File: config.mk
export PLATFORM = sky130hd
export DESIGN_NAME = key_debounce_long_press_fsm
export DESIGN_NICKNAME = d
export VERILOG_FILES = /design/src/hw/rtl/kdlp_pkg.sv /design/src/hw/rtl/key_debounce_long_press_fsm.sv
export SDC_FILE = /design/constraint.sdc
export NUM_CORES = 1
export LEC_CHECK = 0
export BUFFER_PORTS_ARGS = -buffer_cell sky130_fd_sc_hd__buf_4
export CAP_MARGIN = 20
export CORE_ASPECT_RATIO = 0.75
export CORE_UTILIZATION = 33
export CTS_CLUSTER_SIZE = 8
export DETAILED_ROUTE_END_ITERATION = 12
export GPL_ROUTABILITY_DRIVEN = 0
export PLACE_DENSITY_LB_ADDON = 0.15
export SLEW_MARGIN = 10
export SYNTH_ARGS = -nofsm -noshare
export SYNTH_HDL_FRONTEND = slang
export SYNTH_SLANG_ARGS = --single-unit
File: constraint.sdc
create_clock -name clk -period 4.7 [get_ports clk]
set_input_delay 0.235 -clock clk [delete_from_list [all_inputs] [get_ports clk]]
set_output_delay 0.235 -clock clk [all_outputs]
set_load 0.02 [all_outputs]
File: src/hw/rtl/kdlp_pkg.sv
// Types and constants shared by the key debounce and long-press block.
package kdlp_pkg;

  localparam int CHIPS = 2;
  localparam int CHIP_W = (CHIPS > 1) ? $clog2(CHIPS) : 1;
  localparam int ADDR_W = 4;
  localparam int DATA_W = 32;
  localparam int CFG_W = 16;

  localparam logic [1:0] REG_SCAN_INTERVAL = 2'd0;
  localparam logic [1:0] REG_DEBOUNCE_TIME = 2'd1;
  localparam logic [1:0] REG_LONG_PRESS_TIME = 2'd2;
  localparam logic [1:0] REG_REPEAT_TIME = 2'd3;

  localparam logic [CFG_W-1:0] SCAN_INTERVAL_RST = 16'd10;
  localparam logic [CFG_W-1:0] DEBOUNCE_TIME_RST = 16'd100;
  localparam logic [CFG_W-1:0] LONG_PRESS_TIME_RST = 16'd2000;
  localparam logic [CFG_W-1:0] REPEAT_TIME_RST = 16'd30;

  typedef enum logic [2:0] {
    PH_INIT        = 3'd0,
    PH_SCAN_START  = 3'd1,
    PH_SCAN        = 3'd2,
    PH_DOWN        = 3'd3,
    PH_LONG_WAIT   = 3'd4,
    PH_REPEAT_WAIT = 3'd5
  } phase_t;

  typedef enum logic [1:0] {
    EV_NONE = 2'd0,
    EV_DOWN = 2'd1,
    EV_CONT = 2'd2,
    EV_UP   = 2'd3
  } event_kind_t;

  typedef struct packed {
    logic [31:0] now_tick;
    logic        read_ok;
    logic [15:0] key_bits;
  } in_word_t;

  typedef struct packed {
    logic [1:0] event_kind;
    logic [1:0] event_chip;
    logic [7:0] event_value;
  } out_word_t;

endpackage

File: src/hw/rtl/key_debounce_long_press_fsm.sv
// Key debounce and long-press event machine with APB register port.
// An accepted input word waits in the input register until the output register can take its result.
// Throughput: one word per cycle while the output is not stalled; state updates as a word leaves the input register.
// One result word per input word; an output register holds it while stalled.
// Reset (rst_n low, synchronous): phase to init, times and held key to zero,
// registers to their defaults, both pipeline registers empty.
module key_debounce_long_press_fsm (
  input  logic                      clk,
  input  logic                      rst_n,
  input  logic                      in_valid,
  output logic                      in_stall,
  input  kdlp_pkg::in_word_t        in_data,
  output logic                      out_valid,
  input  logic                      out_stall,
  output kdlp_pkg::out_word_t       out_data,
  input  logic                      psel,
  input  logic                      penable,
  input  logic                      pwrite,
  input  logic [kdlp_pkg::ADDR_W-1:0] paddr,
  input  logic [kdlp_pkg::DATA_W-1:0] pwdata,
  output logic [kdlp_pkg::DATA_W-1:0] prdata,
  output logic                      pready
);
  import kdlp_pkg::*;

  logic [CFG_W-1:0] scan_interval_r;
  logic [CFG_W-1:0] debounce_time_r;
  logic [CFG_W-1:0] long_press_time_r;
  logic [CFG_W-1:0] repeat_time_r;

  logic        s1_v_r;
  in_word_t    s1_data_r;
  logic        out_v_r;
  out_word_t   out_data_r;
  logic        out_free;
  logic        fire;

  phase_t      phase_r, phase_nxt;
  logic [31:0] start_time_r, start_time_nxt;
  logic [7:0]  held_value_r, held_value_nxt;
  logic [CHIP_W-1:0] held_chip_r, held_chip_nxt;
  event_kind_t kind;
  out_word_t   result;

  logic [31:0] delta;
  logic [7:0]  pick_value;
  logic [CHIP_W-1:0] pick_chip;
  logic [7:0]  cur_byte;
  logic        same;
  logic        scan_due, debounce_due, long_due, repeat_due;

  // Configuration port
  assign pready = 1'b1;

  always_ff @(posedge clk) begin
    if (!rst_n) begin
      scan_interval_r   <= SCAN_INTERVAL_RST;
      debounce_time_r   <= DEBOUNCE_TIME_RST;
      long_press_time_r <= LONG_PRESS_TIME_RST;
      repeat_time_r     <= REPEAT_TIME_RST;
    end else if (psel && penable && pwrite) begin
      case (paddr[3:2])
        REG_SCAN_INTERVAL:   scan_interval_r   <= pwdata[CFG_W-1:0];
        REG_DEBOUNCE_TIME:   debounce_time_r   <= pwdata[CFG_W-1:0];
        REG_LONG_PRESS_TIME: long_press_time_r <= pwdata[CFG_W-1:0];
        REG_REPEAT_TIME:     repeat_time_r     <= pwdata[CFG_W-1:0];
        default: ;
      endcase
    end
  end

  always_comb begin
    case (paddr[3:2])
      REG_SCAN_INTERVAL:   prdata = {{(DATA_W-CFG_W){1'b0}}, scan_interval_r};
      REG_DEBOUNCE_TIME:   prdata = {{(DATA_W-CFG_W){1'b0}}, debounce_time_r};
      REG_LONG_PRESS_TIME: prdata = {{(DATA_W-CFG_W){1'b0}}, long_press_time_r};
      REG_REPEAT_TIME:     prdata = {{(DATA_W-CFG_W){1'b0}}, repeat_time_r};
      default:             prdata = '0;
    endcase
  end

  // Handshake
  assign out_free  = !out_v_r || !out_stall;
  assign fire      = s1_v_r && out_free;
  assign in_stall  = s1_v_r && !out_free;
  assign out_valid = out_v_r;
  assign out_data  = out_data_r;

  always_ff @(posedge clk) begin
    if (!rst_n) begin
      s1_v_r <= 1'b0;
    end else if (!in_stall) begin
      s1_v_r <= in_valid;
    end
  end

  always_ff @(posedge clk) begin
    if (!in_stall && in_valid) begin
      s1_data_r <= in_data;
    end
  end

  // Datapath
  assign delta        = s1_data_r.now_tick - start_time_r;
  assign scan_due     = delta >= {16'd0, scan_interval_r};
  assign debounce_due = delta >= {16'd0, debounce_time_r};
  assign long_due     = delta >= {16'd0, long_press_time_r};
  assign repeat_due   = delta >= {16'd0, repeat_time_r};
  assign cur_byte     = s1_data_r.key_bits[{held_chip_r, 3'd0} +: 8];
  assign same         = cur_byte == held_value_r;

  always_comb begin
    pick_value = '0;
    pick_chip  = '0;
    for (int i = CHIPS - 1; i >= 0; i--) begin
      if ((i < 2) && (s1_data_r.key_bits[8*(i%2) +: 8] != 8'd0)) begin
        pick_value = s1_data_r.key_bits[8*(i%2) +: 8];
        pick_chip  = CHIP_W'(i);
      end
    end
  end

  // Next state
  always_comb begin
    phase_nxt      = phase_r;
    start_time_nxt = start_time_r;
    held_value_nxt = held_value_r;
    held_chip_nxt  = held_chip_r;
    case (phase_r)
      PH_INIT: begin
        phase_nxt = PH_SCAN_START;
      end
      PH_SCAN_START: begin
        start_time_nxt = s1_data_r.now_tick;
        phase_nxt      = PH_SCAN;
      end
      PH_SCAN: begin
        if (scan_due && s1_data_r.read_ok) begin
          held_value_nxt = pick_value;
          held_chip_nxt  = pick_chip;
          if (pick_value != 8'd0) begin
            start_time_nxt = s1_data_r.now_tick;
            phase_nxt      = PH_DOWN;
          end
        end
      end
      PH_DOWN: begin
        if (!s1_data_r.read_ok) begin
          phase_nxt = PH_SCAN_START;
        end else if (!same) begin
          phase_nxt = PH_SCAN;
        end else if (debounce_due) begin
          start_time_nxt = s1_data_r.now_tick;
          phase_nxt      = PH_LONG_WAIT;
        end
      end
      PH_LONG_WAIT: begin
        if (!s1_data_r.read_ok || !same) begin
          phase_nxt = PH_SCAN_START;
        end else if (long_due) begin
          start_time_nxt = s1_data_r.now_tick;
          phase_nxt      = PH_REPEAT_WAIT;
        end
      end
      PH_REPEAT_WAIT: begin
        if (!s1_data_r.read_ok) begin
          phase_nxt = PH_SCAN_START;
        end else if (!same) begin
          start_time_nxt = '0;
          phase_nxt      = PH_SCAN_START;
        end else if (repeat_due) begin
          start_time_nxt = s1_data_r.now_tick;
          phase_nxt      = PH_SCAN_START;
        end
      end
      default: begin
        phase_nxt = PH_INIT;
      end
    endcase
  end

  // Event output
  always_comb begin
    kind = EV_NONE;
    case (phase_r)
      PH_DOWN: begin
        if (s1_data_r.read_ok && same && debounce_due) kind = EV_DOWN;
      end
      PH_LONG_WAIT: begin
        if (s1_data_r.read_ok) begin
          if (!same) kind = EV_UP;
          else if (long_due) kind = EV_CONT;
        end
      end
      PH_REPEAT_WAIT: begin
        if (s1_data_r.read_ok) begin
          if (!same) kind = EV_UP;
          else if (repeat_due) kind = EV_CONT;
        end
      end
      default: kind = EV_NONE;
    endcase
    result.event_kind = kind;
    if (kind != EV_NONE) begin
      result.event_chip  = 2'({1'b0, held_chip_r} + 2'd1);
      result.event_value = held_value_r;
    end else begin
      result.event_chip  = '0;
      result.event_value = '0;
    end
  end

  always_ff @(posedge clk) begin
    if (!rst_n) begin
      phase_r      <= PH_INIT;
      start_time_r <= '0;
      held_value_r <= '0;
      held_chip_r  <= '0;
      out_v_r      <= 1'b0;
    end else begin
      if (fire) begin
        phase_r      <= phase_nxt;
        start_time_r <= start_time_nxt;
        held_value_r <= held_value_nxt;
        held_chip_r  <= held_chip_nxt;
        out_v_r      <= 1'b1;
      end else if (!out_stall) begin
        out_v_r <= 1'b0;
      end
    end
  end

  always_ff @(posedge clk) begin
    if (fire) begin
      out_data_r <= result;
    end
  end

endmodule

==> results of run 1 <==
==> repair_timing <==
action | in CTS | in global routing
buffers inserted | 0 | 4
endpoints found under the hold margin | 50 | 0
gates resized for setup | 0 | 10
hold buffers | 50 | 0
setup endpoints to repair | 0 | 45
==> sequential cells by signal, summed over array words and instances, names as in the netlist <==
name,flops
held_chip_r,1
phase_r,3
held_value_r,8
repeat_time_r,16
debounce_time_r,16
out_data,12
start_time_r,32
scan_interval_r,16
out_valid,1
s1_data_r,49
long_press_time_r,16
s1_v_r,1
==> stage by stage <==
stage / total power [mW] / instances / hold WS, ps
3_5_place_dp: 2.44 / 1685 / 414
4_1_cts: 4.00 / 1767 / 5.42
3_3_place_gp: 2.43 / 1685 / 414
5_1_grt: 4.17 / 1773 / 15.9
6_report: 3.97 / 1773 / 30.4
2_1_floorplan: 2.19 / 1196 / 334
==> kinds of logic (layout without fill, tap and decap cells) <==
family                   after synthesis  in the layout
other                                  2             17
buffers and inverters                168            310
flip-flops                           171            171
AO/OA/AOI/OAI                        262            262
adder cells (fa/ha/maj)               96             96
XOR/XNOR                              27             27
multiplexers                          72             72
AND/OR/NAND/NOR                      383            383
==> power by group <==
part	internal (mW)	switching [mW]
Sequential	1.58	0.0354
Clock	0.848	0.656
Combinational	0.366	0.483
==> final cells by class <==
cell class	count	share of cell area [%]
Clock inverter	15	1.45
Sequential cell	171	30.9
Tap cell	435	4.18
Clock buffer	17	3.26
Inverter	103	2.97
Multi-Input combinational cell	857	45.9
Timing Repair Buffer	175	11.3
==> Yosys cell counts, drive strengths merged, types with 4 or more instances <==
| cell | instances | share of area (%) |
|---|---|---|
| nand2 | 240 | 8.4 |
| dfxtp | 110 | 21 |
| inv | 103 | 3.6 |
| ha | 95 | 11 |
| a21oi | 93 | 4.4 |
| edfxtp | 61 | 17 |
| mux2i | 53 | 5.0 |
| a21o | 43 | 3.0 |
| nor2 | 37 | 1.3 |
| o21ai | 35 | 1.7 |
| buf | 29 | 2.3 |
| clkbuf | 29 | 1.0 |
| o211ai | 23 | 1.7 |
| nand4 | 19 | 1.3 |
| mux4 | 16 | 3.4 |
| xor2 | 14 | 1.1 |
| nand3 | 13 | 0.61 |
| xnor2 | 13 | 1.1 |
| and2 | 12 | 0.70 |
| nor3 | 12 | 0.56 |
| a211oi | 10 | 0.80 |
| nand2b | 10 | 0.58 |
| nor2b | 10 | 0.58 |
| o21a | 10 | 0.70 |
| and3 | 8 | 0.47 |
| nor4 | 8 | 0.61 |
| o22ai | 6 | 0.35 |
| a31oi | 5 | 0.29 |
| a2111oi | 4 | 0.56 |
| a21boi | 4 | 0.28 |
| a221oi | 4 | 0.33 |
| dlygate4sd3 | 4 | 0.37 |
| o31ai | 4 | 0.28 |
| or4 | 4 | 0.32 |
==> worst max path at each step <==
| stage | startpoint | to | slack [ps] | cells past startpoint |
|---|---|---|---|---|
| after global routing | s1_data_r[17] | start_time_r[5] | -10 | 17 |
| after global placement | s1_data_r[21] | start_time_r[29] | 240 | 20 |
| after detailed placement | s1_data_r[21] | phase_r[1] | 140 | 20 |
| after CTS | s1_data_r[21] | phase_r[1] | 110 | 20 |
| final | s1_data_r[19] | start_time_r[13] | 260 | 15 |
| after floorplan | s1_data_r[21] | start_time_r[0] | 680 | 20 |
==> layer usage <==
| layer | GRT usage [%] | vias to the layer above | part of all wire [%] |
|---|---|---|---|
| li1 | - | 4419 | - |
| met1 | 25.5 | 4061 | 52 |
| met2 | 26.2 | 182 | 43 |
| met3 | 3.25 | 20 | 3.8 |
| met4 | 5.01 | 0 | 1.1 |
| met5 | 0 | - | 0 |
==> critical path, cell delays in order (launching register included) <==
cell and delay [ps]:
edfxtp_1 420, ha_1 380, nor2b_1 160, o2111ai_1 400, a21oi_1 150, a211oi_2 470, xnor2_2 230, ha_1 310
a2111oi_0 410, o211ai_1 150, o22ai_1 380, a221oi_2 140, o211ai_4 210, buf_4 170, buf_6 190, mux2i_1 190
==> impl_summary.txt, run 1 <==
----------------------------------------------------
[Timing]
  Max frequency ... ~230 MHz
  Final critical delay including setup and external delays ... ~4400 ps
  Total of endpoints with negative setup slack in the final report ... 0
  Clock skew after layout ... 14.9 ps
  Max-slew headroom at the worst pin ... between 30% and 40%
  Worst-margin pin slew ... just over 1000 ps
  Share of the clock period used by the worst path ... a little over nine tenths
  Final hold violation count ... 0
  Sum Neg Setup Slack ... 0 ps
  Number of max-slew violations in the final report ... 0
  Post-route setup slack ... ~260 ps

[Logic synthesis]
  Cells after synthesis ... 1181
  Synthesized area per cell ... ~9.1 sq um
  Adder-cell share of the synthesized area ... 11.3%
  Share of the synthesized area in compound gates (AO/OA/AOI/OAI) ... about 16%
  Cell area after synthesis ... 0.0107 sq mm
  Post-synth EDFFs ... between 60 and 70
  Primary FF master, synth ... dfxtp_1
  Post-synth ARST share ... 0%
  Post-synthesis share of cell area spent on xor and xnor gates ... 2.21%
  Combinational family with the most area after synthesis ... compound AO/OA/AOI/OAI gates
  Count of cell types in the netlist ... between 70 and 80
  Basic-gate share of the synthesized area counting and, or, nand and nor cells ... approximately 16%
  Fraction of the yosys area taken by sequential cells ... between 30% and 40%
  Number of synthesis warnings ... 0
  Share of synthesized area spent on multiplexers ... between 8 and 9%
  Synth Register Bits ... roughly 170

[Hold path]
  Hold path startpoint ... out_stall
  Hold Path Cell Cnt ... 3
  Tightest Hold Check Type ... in -> reg
  End point of the most critical hold path ... out_valid

[Pwr]
  Standby leakage power ... between 5 and 6 nW
  PD cells ... slightly above 300 mW/mm^2
  VDD IR-drop max ... ~0.00019 V

[Routing]
  Routed vias ... ~8700
  Number of DRC violations after detailed-routing iteration 0 ... 476
  Via density ... between 4 and 5
  Total wire length after detailed routing ... approximately 29000 um
  Final ANT Viol Nets ... 0
  Average routed wire per standard cell ... 16.5 um
  DR pass1 iterations ... 5
  Number of design rule violations left after detail routing ... 0

[Worst setup path]
  Logic depth of the worst register-to-register path ... 15
  Critical R2R Launch ... s1_data_r[19]
  Sort of element at the start of the critical path ... flip-flop
  Setup slack of the most critical reg-to-reg path ... between 200 and 300 ps
  Kind of end point of the critical path ... flip-flop
  WP data required ... 5080 ps
  Data arrival time of the critical path ... slightly below 5000 ps
  Endpoint of the worst register-to-register path ... start_time_r[13]
  CP max FO ... 8
  Critical setup path kind ... reg -> reg

[Layout]
  Register area ... 0.00403 sq mm
  Footprint of the multi-input gates ... approximately 0.006 sq mm
  Final core occ ... between 40% and 50%
  Share of layout cells above drive strength 1 ... 15.5%
  Synth-to-Final Area Change ... 21.8%
  Fill cell instance count of the final layout ... approximately 3200
  Most frequent cells in the layout ... nand2_1 (239), buf_4 (122), dfxtp_1 (110), inv_1 (102), ha_1 (95)
  Non-Filler Cell Area, Final ... between 0.01 and 0.015 sq mm
  Most common library cell in the layout ignoring fill and taps ... nand2_1
  Number of antenna repair diodes ... 0
  Number of nets in the layout ... around 1500

[Global routing]
  Total routing usage reported by global routing ... between 15 and 20%
  Initial antenna violation count ... 0
  Total grt overflow ... 0
  Via count of the first global-routing pass ... 8016
  Pin count of the biggest net entering global routing ... 55
  Wire length of the first global-routing pass ... approximately 45000 um

[Floorplan]
  Width of the die ... ~210 um
  Total core area ... about 0.032 sq mm
  Height of the die ... 158 um
  Die footprint ... 0.0332 sq mm
  Number of standard-cell rows in the floorplan ... 56
  Initial core utilization ... 33.9%
  I/O pins ... roughly 140

[Clock network]
  Number of clock buffers inserted by TritonCTS ... 17
  CTS tree ... done
  Maximum level of the CTS H-tree ... 4
  CTS Root Buffer Type ... clkbuf_16
  Reg clk slew, reported paths ... 70 ps
  Worst skew pair latency ... roughly 460 ps
  Number of clock sinks seen by CTS ... roughly 170
  Buffer depth of the longest clock path ... 2

[Placed design]
  Placement Setup Slack ... about 140 ps
  Quantity of I/O buffers inserted on ports ... just over 100
  Instance area after placement ... 0.0118 sq mm
  Detailed Place HPWL ... 20900 um

[Run status]
  Status ... finished clean

[Flow run]
  Number of maximum-capacitance violations ... 0

----------------------------------------------------
Note: power is estimated with default switching activity, not from simulation.
==> run 2, diff against run 1 <==
--- a/config.mk
+++ b/config.mk
@@ -5,6 +5,7 @@
 export SDC_FILE = /design/constraint.sdc
 export NUM_CORES = 1
 export LEC_CHECK = 0
+export ABC_AREA = 1
 export BUFFER_PORTS_ARGS = -buffer_cell sky130_fd_sc_hd__buf_4
 export CAP_MARGIN = 20
 export CORE_ASPECT_RATIO = 0.75
==> impl_summary.txt, run 2 <==
----------------------------------------------------
[Timing]
  Unrepaired setup endpoints after global routing ... no
  Max-slew headroom at the worst pin ... 22.4% (-9.5 points)
  Share of the clock period used by the worst path ... 90.0% (-4.5 points)
  WHS ... 35.9 ps (+5.58 ps)
  Clock skew after layout ... 15.8 ps (+0.924 ps)
  Max frequency ... 236 MHz (+5.0%)
  Sum Neg Setup Slack ... 0 ps (unchanged)
  Total of endpoints with negative setup slack in the final report ... 0 (unchanged)
  Final critical delay including setup and external delays ... 4230 ps (-210 ps)
  Final hold violation count ... 0 (unchanged)
  Number of max-slew violations in the final report ... 0 (unchanged)
  Worst-margin pin slew ... 1160 ps (+143 ps)

[Clock network]
  Maximum level of the CTS H-tree ... 4 (unchanged)
  Worst skew pair latency ... 460 ps (about the same)
  Number of clock buffers inserted by TritonCTS ... 17 (unchanged)
  CTS tree ... done
  Reg clk slew, reported paths ... 80 ps (about the same)
  Buffer depth of the longest clock path ... 2 (unchanged)
  Number of clock sinks seen by CTS ... 171 (unchanged)
  Cts repair resizes ... 0 (unchanged)
  CTS Root Buffer Type ... clkbuf_16

[Floorplan]
  Height of the die ... 164 um (+3.9%)
  Die footprint ... 0.0358 sq mm (+8.0%)
  Total core area ... 0.0340 sq mm (+7.7%)
  Number of standard-cell rows in the floorplan ... 58 (+3.6%)
  Initial core utilization ... 34.0% (+0.13 points)
  I/O pins ... 139 (unchanged)
  Width of the die ... 218 um (+3.9%)

[Logic synthesis]
  Primary FF master, synth ... dfxtp_1
  Share of synthesized area spent on multiplexers ... 0% (-8.6 points)
  Adder-cell share of the synthesized area ... 10.5% (-0.85 points)
  Post-synth ARST share ... 0% (unchanged)
  Number of synthesis warnings ... 0 (unchanged)
  Cells after synthesis ... 1688 (+43%)
  Share of the synthesized area in compound gates (AO/OA/AOI/OAI) ... 12.7% (-3.6 points)
  Combinational family with the most area after synthesis ... simple AND/OR/NAND/NOR gates
  Commonest cells in the synthesized netlist ... nand2_1 (468), inv_1 (302), nor2_1 (160)
  Biggest area consumer among synthesized cells ... dfxtp_1
  Cell area after synthesis ... 0.0116 sq mm (+8.1%)
  Fraction of the yosys area taken by sequential cells ... 34.9% (-2.8 points)
  Post-synth EDFFs ... 61 (unchanged)
  Most frequent cell after synthesis ... nand2_1
  Post-synthesis share of cell area spent on xor and xnor gates ... 1.74% (-0.47 points)
  Dominant cells by area after synthesis ... dfxtp_1 (19%), edfxtp_1 (16%), nand2_1 (15%)
  Fraction of synthesized cell area taken by the top area cell type ... 19.0% (-1.5 points)
  Synthesized area per cell ... 6.85 sq um (-24%)
  Synth Register Bits ... 171 (unchanged)
  Count of cell types in the netlist ... 43 (-45%)
  Basic-gate share of the synthesized area counting and, or, nand and nor cells ... 27.2% (+11 points)

[Worst setup path]
  Critical R2R Launch ... s1_data_r[19]
  Setup slack of the most critical reg-to-reg path ... 470 ps (+210 ps)
  Critical path's top delay family ... simple AND/OR/NAND/NOR gates
  Cell seen most often among critical-path stages ... nand2_1
  Sort of element at the start of the critical path ... flip-flop
  Endpoint of the worst register-to-register path ... start_time_r[20]
  Data arrival time of the critical path ... 4580 ps (-240 ps)
  Sequence of cells on the critical path ... ha_1 > nand3_1 > nand2_1 > nand2_1 > nand2_1 > nand2_1 > nand2_1 > xor2_1 > ha_1 > a21oi_1 > nor2_1 > a211oi_1 > nand3_1 > a21oi_1 > nand3_1 > nand2_2 > nor2_4 > buf_16 > nand2_4 > nand2_1 > nand2_1 > nor2_1
  Crit path largest cell delay ... 480 ps (about the same)
  CP max FO ... 23 (+15)
  WP data required ... 5050 ps (-30 ps)
  Logic depth of the worst register-to-register path ... 22 (+7)
  CP max stage cell ... ha_1
  Critical setup path kind ... reg -> reg
  Kind of end point of the critical path ... flip-flop
  Buffers and inverters on the worst path ... 1 (-1)

[Routing]
  Number of DRC violations after detailed-routing iteration 0 ... 575 (+21%)
  Routed vias ... 10600 (+22%)
  Average routed wire per standard cell ... 14.1 um (-14%)
  Number of design rule violations left after detail routing ... 0 (unchanged)
  Total wire length after detailed routing ... 32400 um (+11%)
  Final ANT Viol Nets ... 0 (unchanged)
  DR pass1 iterations ... 5 (unchanged)
  Via density ... 4.61 (-5.9%)

[Layout]
  Post-route non-filler standard cell count ... 2301 (+30%)
  Share of layout cells above drive strength 1 ... 10.3% (-5.2 points)
  Number of nets in the layout ... 2026 (+34%)
  Number of flip-flops in the largest register ... 49 (unchanged)
  Register with the most flip-flops ... s1_data_r
  Number of antenna repair diodes ... 0 (unchanged)
  Synth-to-Final Area Change ... 20.3%
  Non-Filler Cell Area, Final ... 0.0139 sq mm (+6.7%)
  Most common library cell in the layout ignoring fill and taps ... nand2_1
  Most frequent cells in the layout ... nand2_1 (468), inv_1 (301), nor2_1 (159), a21oi_1 (143), buf_4 (116)
  Biggest regs ... s1_data_r: 49 flops, start_time_r: 32 flops

[Global routing]
  Total routing usage reported by global routing ... 18.7% (+1.2 points)
  Via count of the first global-routing pass ... 9619 (+20%)
  Pin count of the biggest net entering global routing ... 101 (+84%)
  Total grt overflow ... 0 (unchanged)
  Wire length of the first global-routing pass ... 51600 um (+16%)
  Initial antenna violation count ... 0 (unchanged)

[Pwr]
  VDD IR-drop max ... 0.000260 V (+38%)
  Clk pwr share ... 36.7% (-1.2 points)
  PD cells ... 296 mW/mm^2 (-2.8%)
  Switching Share ... 31.9% (+2.4 points)
  Switching component of the power ... 1.32 mW (+12%)
  Total internal power ... 2.80 mW (+0.23%)
  Combinational fraction of design power ... 23.9% (+2.5 points)
  Overall Power ... 4.12 mW (+3.7%)
  Standby leakage power ... 6.81 nW (+26%)
  Part of the power in registers ... 39.4% (-1.4 points)

[Placed design]
  Quantity of I/O buffers inserted on ports ... 103 (unchanged)
  Detailed Place HPWL ... 24600 um (+18%)
  Instance area after placement ... 0.0127 sq mm (+7.7%)
  Number of cells after detailed placement ... 2211 (+31%)

[Hold path]
  Tightest Hold Check Type ... in -> reg
  Hold Path Cell Cnt ... 3 (unchanged)
  End point of the most critical hold path ... scan_interval_r[3]
  Hold path startpoint ... pwdata[3]

[Flow run]
  Number of maximum-capacitance violations ... 0 (unchanged)

[Run status]
  Status ... finished clean

----------------------------------------------------
[run 2: changes by cell type after synthesis, sizes merged, moves of 52 or more]
cell | previous run | this run
mux2i | 53 | 0
nor2 | 37 | 167
a21oi | 93 | 145
nand2 | 240 | 483
o21ai | 35 | 91
inv | 103 | 304
[run 2: layout make-up]
type / count / area, sq um
Timing Repair Buffer: 174 / 1470
Sequential cell: 171 / 4030
Clock inverter: 15 / 185
Multi-Input combinational cell: 1170 / 6100
Clock buffer: 17 / 425
Tap cell: 450 / 563
Fill cell: 3567 / 20100
Inverter: 304 / 1140
[run 2: cell families after synthesis]
| logic type | count (synthesis) |
|---|---|
| compound gates | 274 |
| other cells | 2 |
| xor+xnor | 23 |
| fa+ha+maj | 96 |
| flops | 171 |
| buf+inv | 362 |
| simple gates | 760 |
[run 2: layer usage]
metal | track usage, % | up-vias | part of all wire, %
met3 | 2.85 | 21 | 4.5
met1 | 28.7 | 4780 | 54
met2 | 26.9 | 188 | 40
met5 | 0 | - | 0
met4 | 4.58 | 0 | 0.93
li1 | - | 5618 | -
[run 2: timing repair]
| action | 4_1_cts | 5_1_grt |
|---|---|---|
| hold endpoints to repair | 57 | 0 |
| setup buffers | 0 | 0 |
| hold buffers | 57 | 0 |
[run 2: through the flow]
step	utilization [%]	setup slack [ps]
finish	40.9	471
global route	40.9	48.2
CTS	40.8	180
detailed placement	37.3	234
global placement	37.3	317
floorplan	-	1550
[run 2: worst max-delay path by stage]
stage / slack, ps / cells after the start / endpoint / startpoint
global placement: 320 / 22 / start_time_r[30] / s1_data_r[17]
finish: 470 / 22 / start_time_r[20] / s1_data_r[19]
global route: 50 / 22 / start_time_r[27] / s1_data_r[22]
CTS: 180 / 22 / start_time_r[20] / s1_data_r[17]
detailed placement: 230 / 21 / start_time_r[27] / s1_data_r[19]
floorplan: 1550 / 20 / out_data[0] / s1_data_r[19]
[run 2: worst register-to-register path: cells and delay by family, from the launching register on]
family,cells,cell delay (ps)
flops,1,450
fa+ha+maj,2,820
xor+xnor,1,440
simple gates,15,1590
buf+inv,1,220
compound gates,3,610
[run 2: power by group through the flow]
stage / registers [mW] / clock network [mW] / logic [mW]
after floorplan: 1.65 / 0 / 0.651
after global placement: 1.65 / 0 / 0.925
after global routing: 1.63 / 1.62 / 1.12
final: 1.62 / 1.51 / 0.985
after CTS: 1.62 / 1.56 / 0.981
after detailed placement: 1.65 / 0 / 0.939
==> run 3, diff against run 2 <==
--- a/config.mk
+++ b/config.mk
@@ -13,7 +13,9 @@
 export CTS_CLUSTER_SIZE = 8
 export DETAILED_ROUTE_END_ITERATION = 12
 export GPL_ROUTABILITY_DRIVEN = 0
+export GPL_TIMING_DRIVEN = 0
 export PLACE_DENSITY_LB_ADDON = 0.15
+export RECOVER_POWER = 25
 export SLEW_MARGIN = 10
 export SYNTH_ARGS = -nofsm -noshare
 export SYNTH_HDL_FRONTEND = slang
==> impl_summary.txt, run 3 (synthesis gave the netlist of run 2 again) <==
----------------------------------------------------
[Run status]
  Status ... finished clean

[Global routing]
  Total routing usage reported by global routing ... 19.8% (+1.1 points)
  Wire length of the first global-routing pass ... 54200 um (+5.0%)
  Pin count of the biggest net entering global routing ... 38 (-62%)
  Via count of the first global-routing pass ... 9893 (+2.8%)
  Total grt overflow ... 0 (unchanged)
  Initial antenna violation count ... 0 (unchanged)

[Worst setup path]
  Data arrival time of the critical path ... 4500 ps (-80 ps)
  Endpoint of the worst register-to-register path ... out_data[7]
  Worst setup startpoint ... s1_data_r[25]
  CP max FO ... 10 (-57%)
  Critical R2R Launch ... s1_data_r[25]
  Sort of element at the start of the critical path ... flip-flop
  Logic depth of the worst register-to-register path ... 17 (-23%)
  Setup slack of the most critical reg-to-reg path ... 410 ps (-60 ps)
  Kind of end point of the critical path ... flip-flop
  Critical setup path kind ... reg -> reg
  WP data required ... 4910 ps (-140 ps)

[Timing]
  Share of the clock period used by the worst path ... 91.3% (+1.3 points)
  Max-slew headroom at the worst pin ... 45.6% (+23 points)
  Post-route setup slack ... 410 ps (-60.3 ps)
  Number of max-slew violations in the final report ... 0 (unchanged)
  Max frequency ... 233 MHz (-1.4%)
  Unrepaired setup endpoints after global routing ... no
  Sum Neg Setup Slack ... 0 ps (unchanged)
  Final critical delay including setup and external delays ... 4290 ps (+60.3 ps)
  Total of endpoints with negative setup slack in the final report ... 0 (unchanged)
  Clock skew after layout ... 13.6 ps (-2.20 ps)
  Final hold violation count ... 0 (unchanged)
  Worst-margin pin slew ... 816 ps (-348 ps)

[Layout]
  Most common library cell in the layout ignoring fill and taps ... nand2_1
  Register with the most flip-flops ... s1_data_r
  Biggest regs ... s1_data_r: 49 flops, start_time_r: 32 flops
  Synth-to-Final Area Change ... 21.6%
  Number of nets in the layout ... 2063 (+1.8%)
  Most frequent cells in the layout ... nand2_1 (468), inv_1 (301), nor2_1 (160), a21oi_1 (143), dfxtp_1 (110)
  Final core occ ... 41.3% (+0.45 points)
  Number of antenna repair diodes ... 0 (unchanged)
  Post-route non-filler standard cell count ... 2338 (+1.6%)
  Share of layout cells above drive strength 1 ... 10.8% (+0.49 points)
  Number of flip-flops in the largest register ... 49 (unchanged)

[Pwr]
  Total internal power ... 2.85 mW (+1.6%)
  Switching component of the power ... 1.31 mW (-0.44%)
  Switching Share ... 31.5% (-0.45 points)
  Clk pwr share ... 37.1% (+0.4 points)
  VDD IR-drop max ... 0.000270 V (+3.7%)
  PD cells ... 296 mW/mm^2 (-0.12%)
  Part of the power in registers ... 39.0% (-0.4 points)
  Overall Power ... 4.16 mW (+0.97%)
  Standby leakage power ... 6.89 nW (+1.2%)
  Combinational fraction of design power ... 24.0% (about the same)

[Placed design]
  Detailed Place HPWL ... 27700 um (+12%)
  Number of cells after detailed placement ... 2256 (+2.0%)
  Quantity of I/O buffers inserted on ports ... 102 (-0.97%)
  Placement Setup Slack ... 437 ps (+203 ps)

[Clock network]
  Number of clock buffers inserted by TritonCTS ... 17 (unchanged)
  Post CTS Setup Buffer Count ... 0 (unchanged)
  CTS tree ... done
  Reg clk slew, reported paths ... 70 ps (about the same)
  Worst skew pair latency ... 460 ps (about the same)
  Count of hold-fix buffers inserted at cts ... 49 (-14%)
  Number of clock sinks seen by CTS ... 171 (unchanged)
  Maximum level of the CTS H-tree ... 4 (unchanged)
  Cts repair resizes ... 0 (unchanged)
  Buffer depth of the longest clock path ... 2 (unchanged)
  CTS Root Buffer Type ... clkbuf_16

[Routing]
  Final ANT Viol Nets ... 0 (unchanged)
  Routed vias ... 10900 (+2.6%)
  Via density ... 4.66 (+1.0%)
  Average routed wire per standard cell ... 14.8 um (+5.2%)
  DR pass1 iterations ... 5 (unchanged)
  Total wire length after detailed routing ... 34700 um (+6.9%)
  Number of design rule violations left after detail routing ... 0 (unchanged)
  Number of DRC violations after detailed-routing iteration 0 ... 692 (+20%)

[Floorplan]
  Width of the die ... 218 um (unchanged)
  I/O pins ... 139 (unchanged)
  Height of the die ... 164 um (unchanged)
  Number of standard-cell rows in the floorplan ... 58 (unchanged)
  Total core area ... 0.0340 sq mm (unchanged)
  Die footprint ... 0.0358 sq mm (unchanged)
  Initial core utilization ... 34.0% (unchanged)

[Hold path]
  Tightest Hold Check Type ... in -> reg
  End point of the most critical hold path ... debounce_time_r[2]
  Hold Path Cell Cnt ... 3 (unchanged)
  Hold path startpoint ... pwdata[2]

[Flow run]
  Number of maximum-capacitance violations ... 0 (unchanged)

----------------------------------------------------
[run 3: cell count changes in the layout (fill, tap and decap cells not counted), moves of 2 or more]
cell / delta
buf_6: +7
dlygate4sd3_1: -8
buf_2: +8
buf_4: -49
clkbuf_1: +31
inv_6: -2
clkbuf_4: +49
[run 3: stage by stage]
step / area, sq um / hold WS, ps
after CTS: 14100 / 1.15
after detailed placement: 13000 / 414
after global routing: 14100 / 9.39
final: 14100 / 30.5
after floorplan: 11600 / 334
after global placement: 13000 / 413
[run 3: area by class of cell]
cell class	instances	area [sq um]
buffer	58	352
clock buffer	18	429
clock inverter	14	193
fill	3608	20000
inverter	304	1140
multi-input combinational	1170	6090
sequential	171	4030
tap	450	563
timing repair buffer	153	1260
[run 3: worst max path at each step]
stage	endpoint	slack (ps)	cells after the start
after floorplan	out_data[0]	1550	20
after global placement	out_data[7]	480	17
after detailed placement	out_data[3]	440	19
after global routing	out_data[6]	60	19
final	out_data[7]	410	17
after CTS	out_data[3]	410	19
[run 3: metal layers]
layer	global-route usage, %	vias to the layer above	share of wire, %
met1	30.8	4890	54
met4	4.58	0	1.1
met3	3.44	23	5.8
met5	0	-	0
li1	-	5705	-
met2	27.7	270	39
[run 3: power groups by stage]
stage	Sequential [mW]	Combinational, mW	Clock (mW)
detailed placement	1.65	0.959	0
CTS	1.62	0.996	1.58
global route	1.63	1.13	1.63
global placement	1.65	0.943	0
finish	1.62	0.998	1.54
floorplan	1.65	0.651	0
[run 3: critical path, stage by stage, from the launching register on]
cell and delay [ps]:
edfxtp_1 440, ha_1 450, nand2_1 130, nor2_1 220, nand3_1 100, nand3b_1 190
xor2_1 610, ha_1 380, a21oi_1 140, nor2_1 50, a211oi_1 260, o21ai_0 170
a21oi_1 210, nand4_1 150, nand3_1 140, nand3_2 210, nand2_1 140, inv_1 50
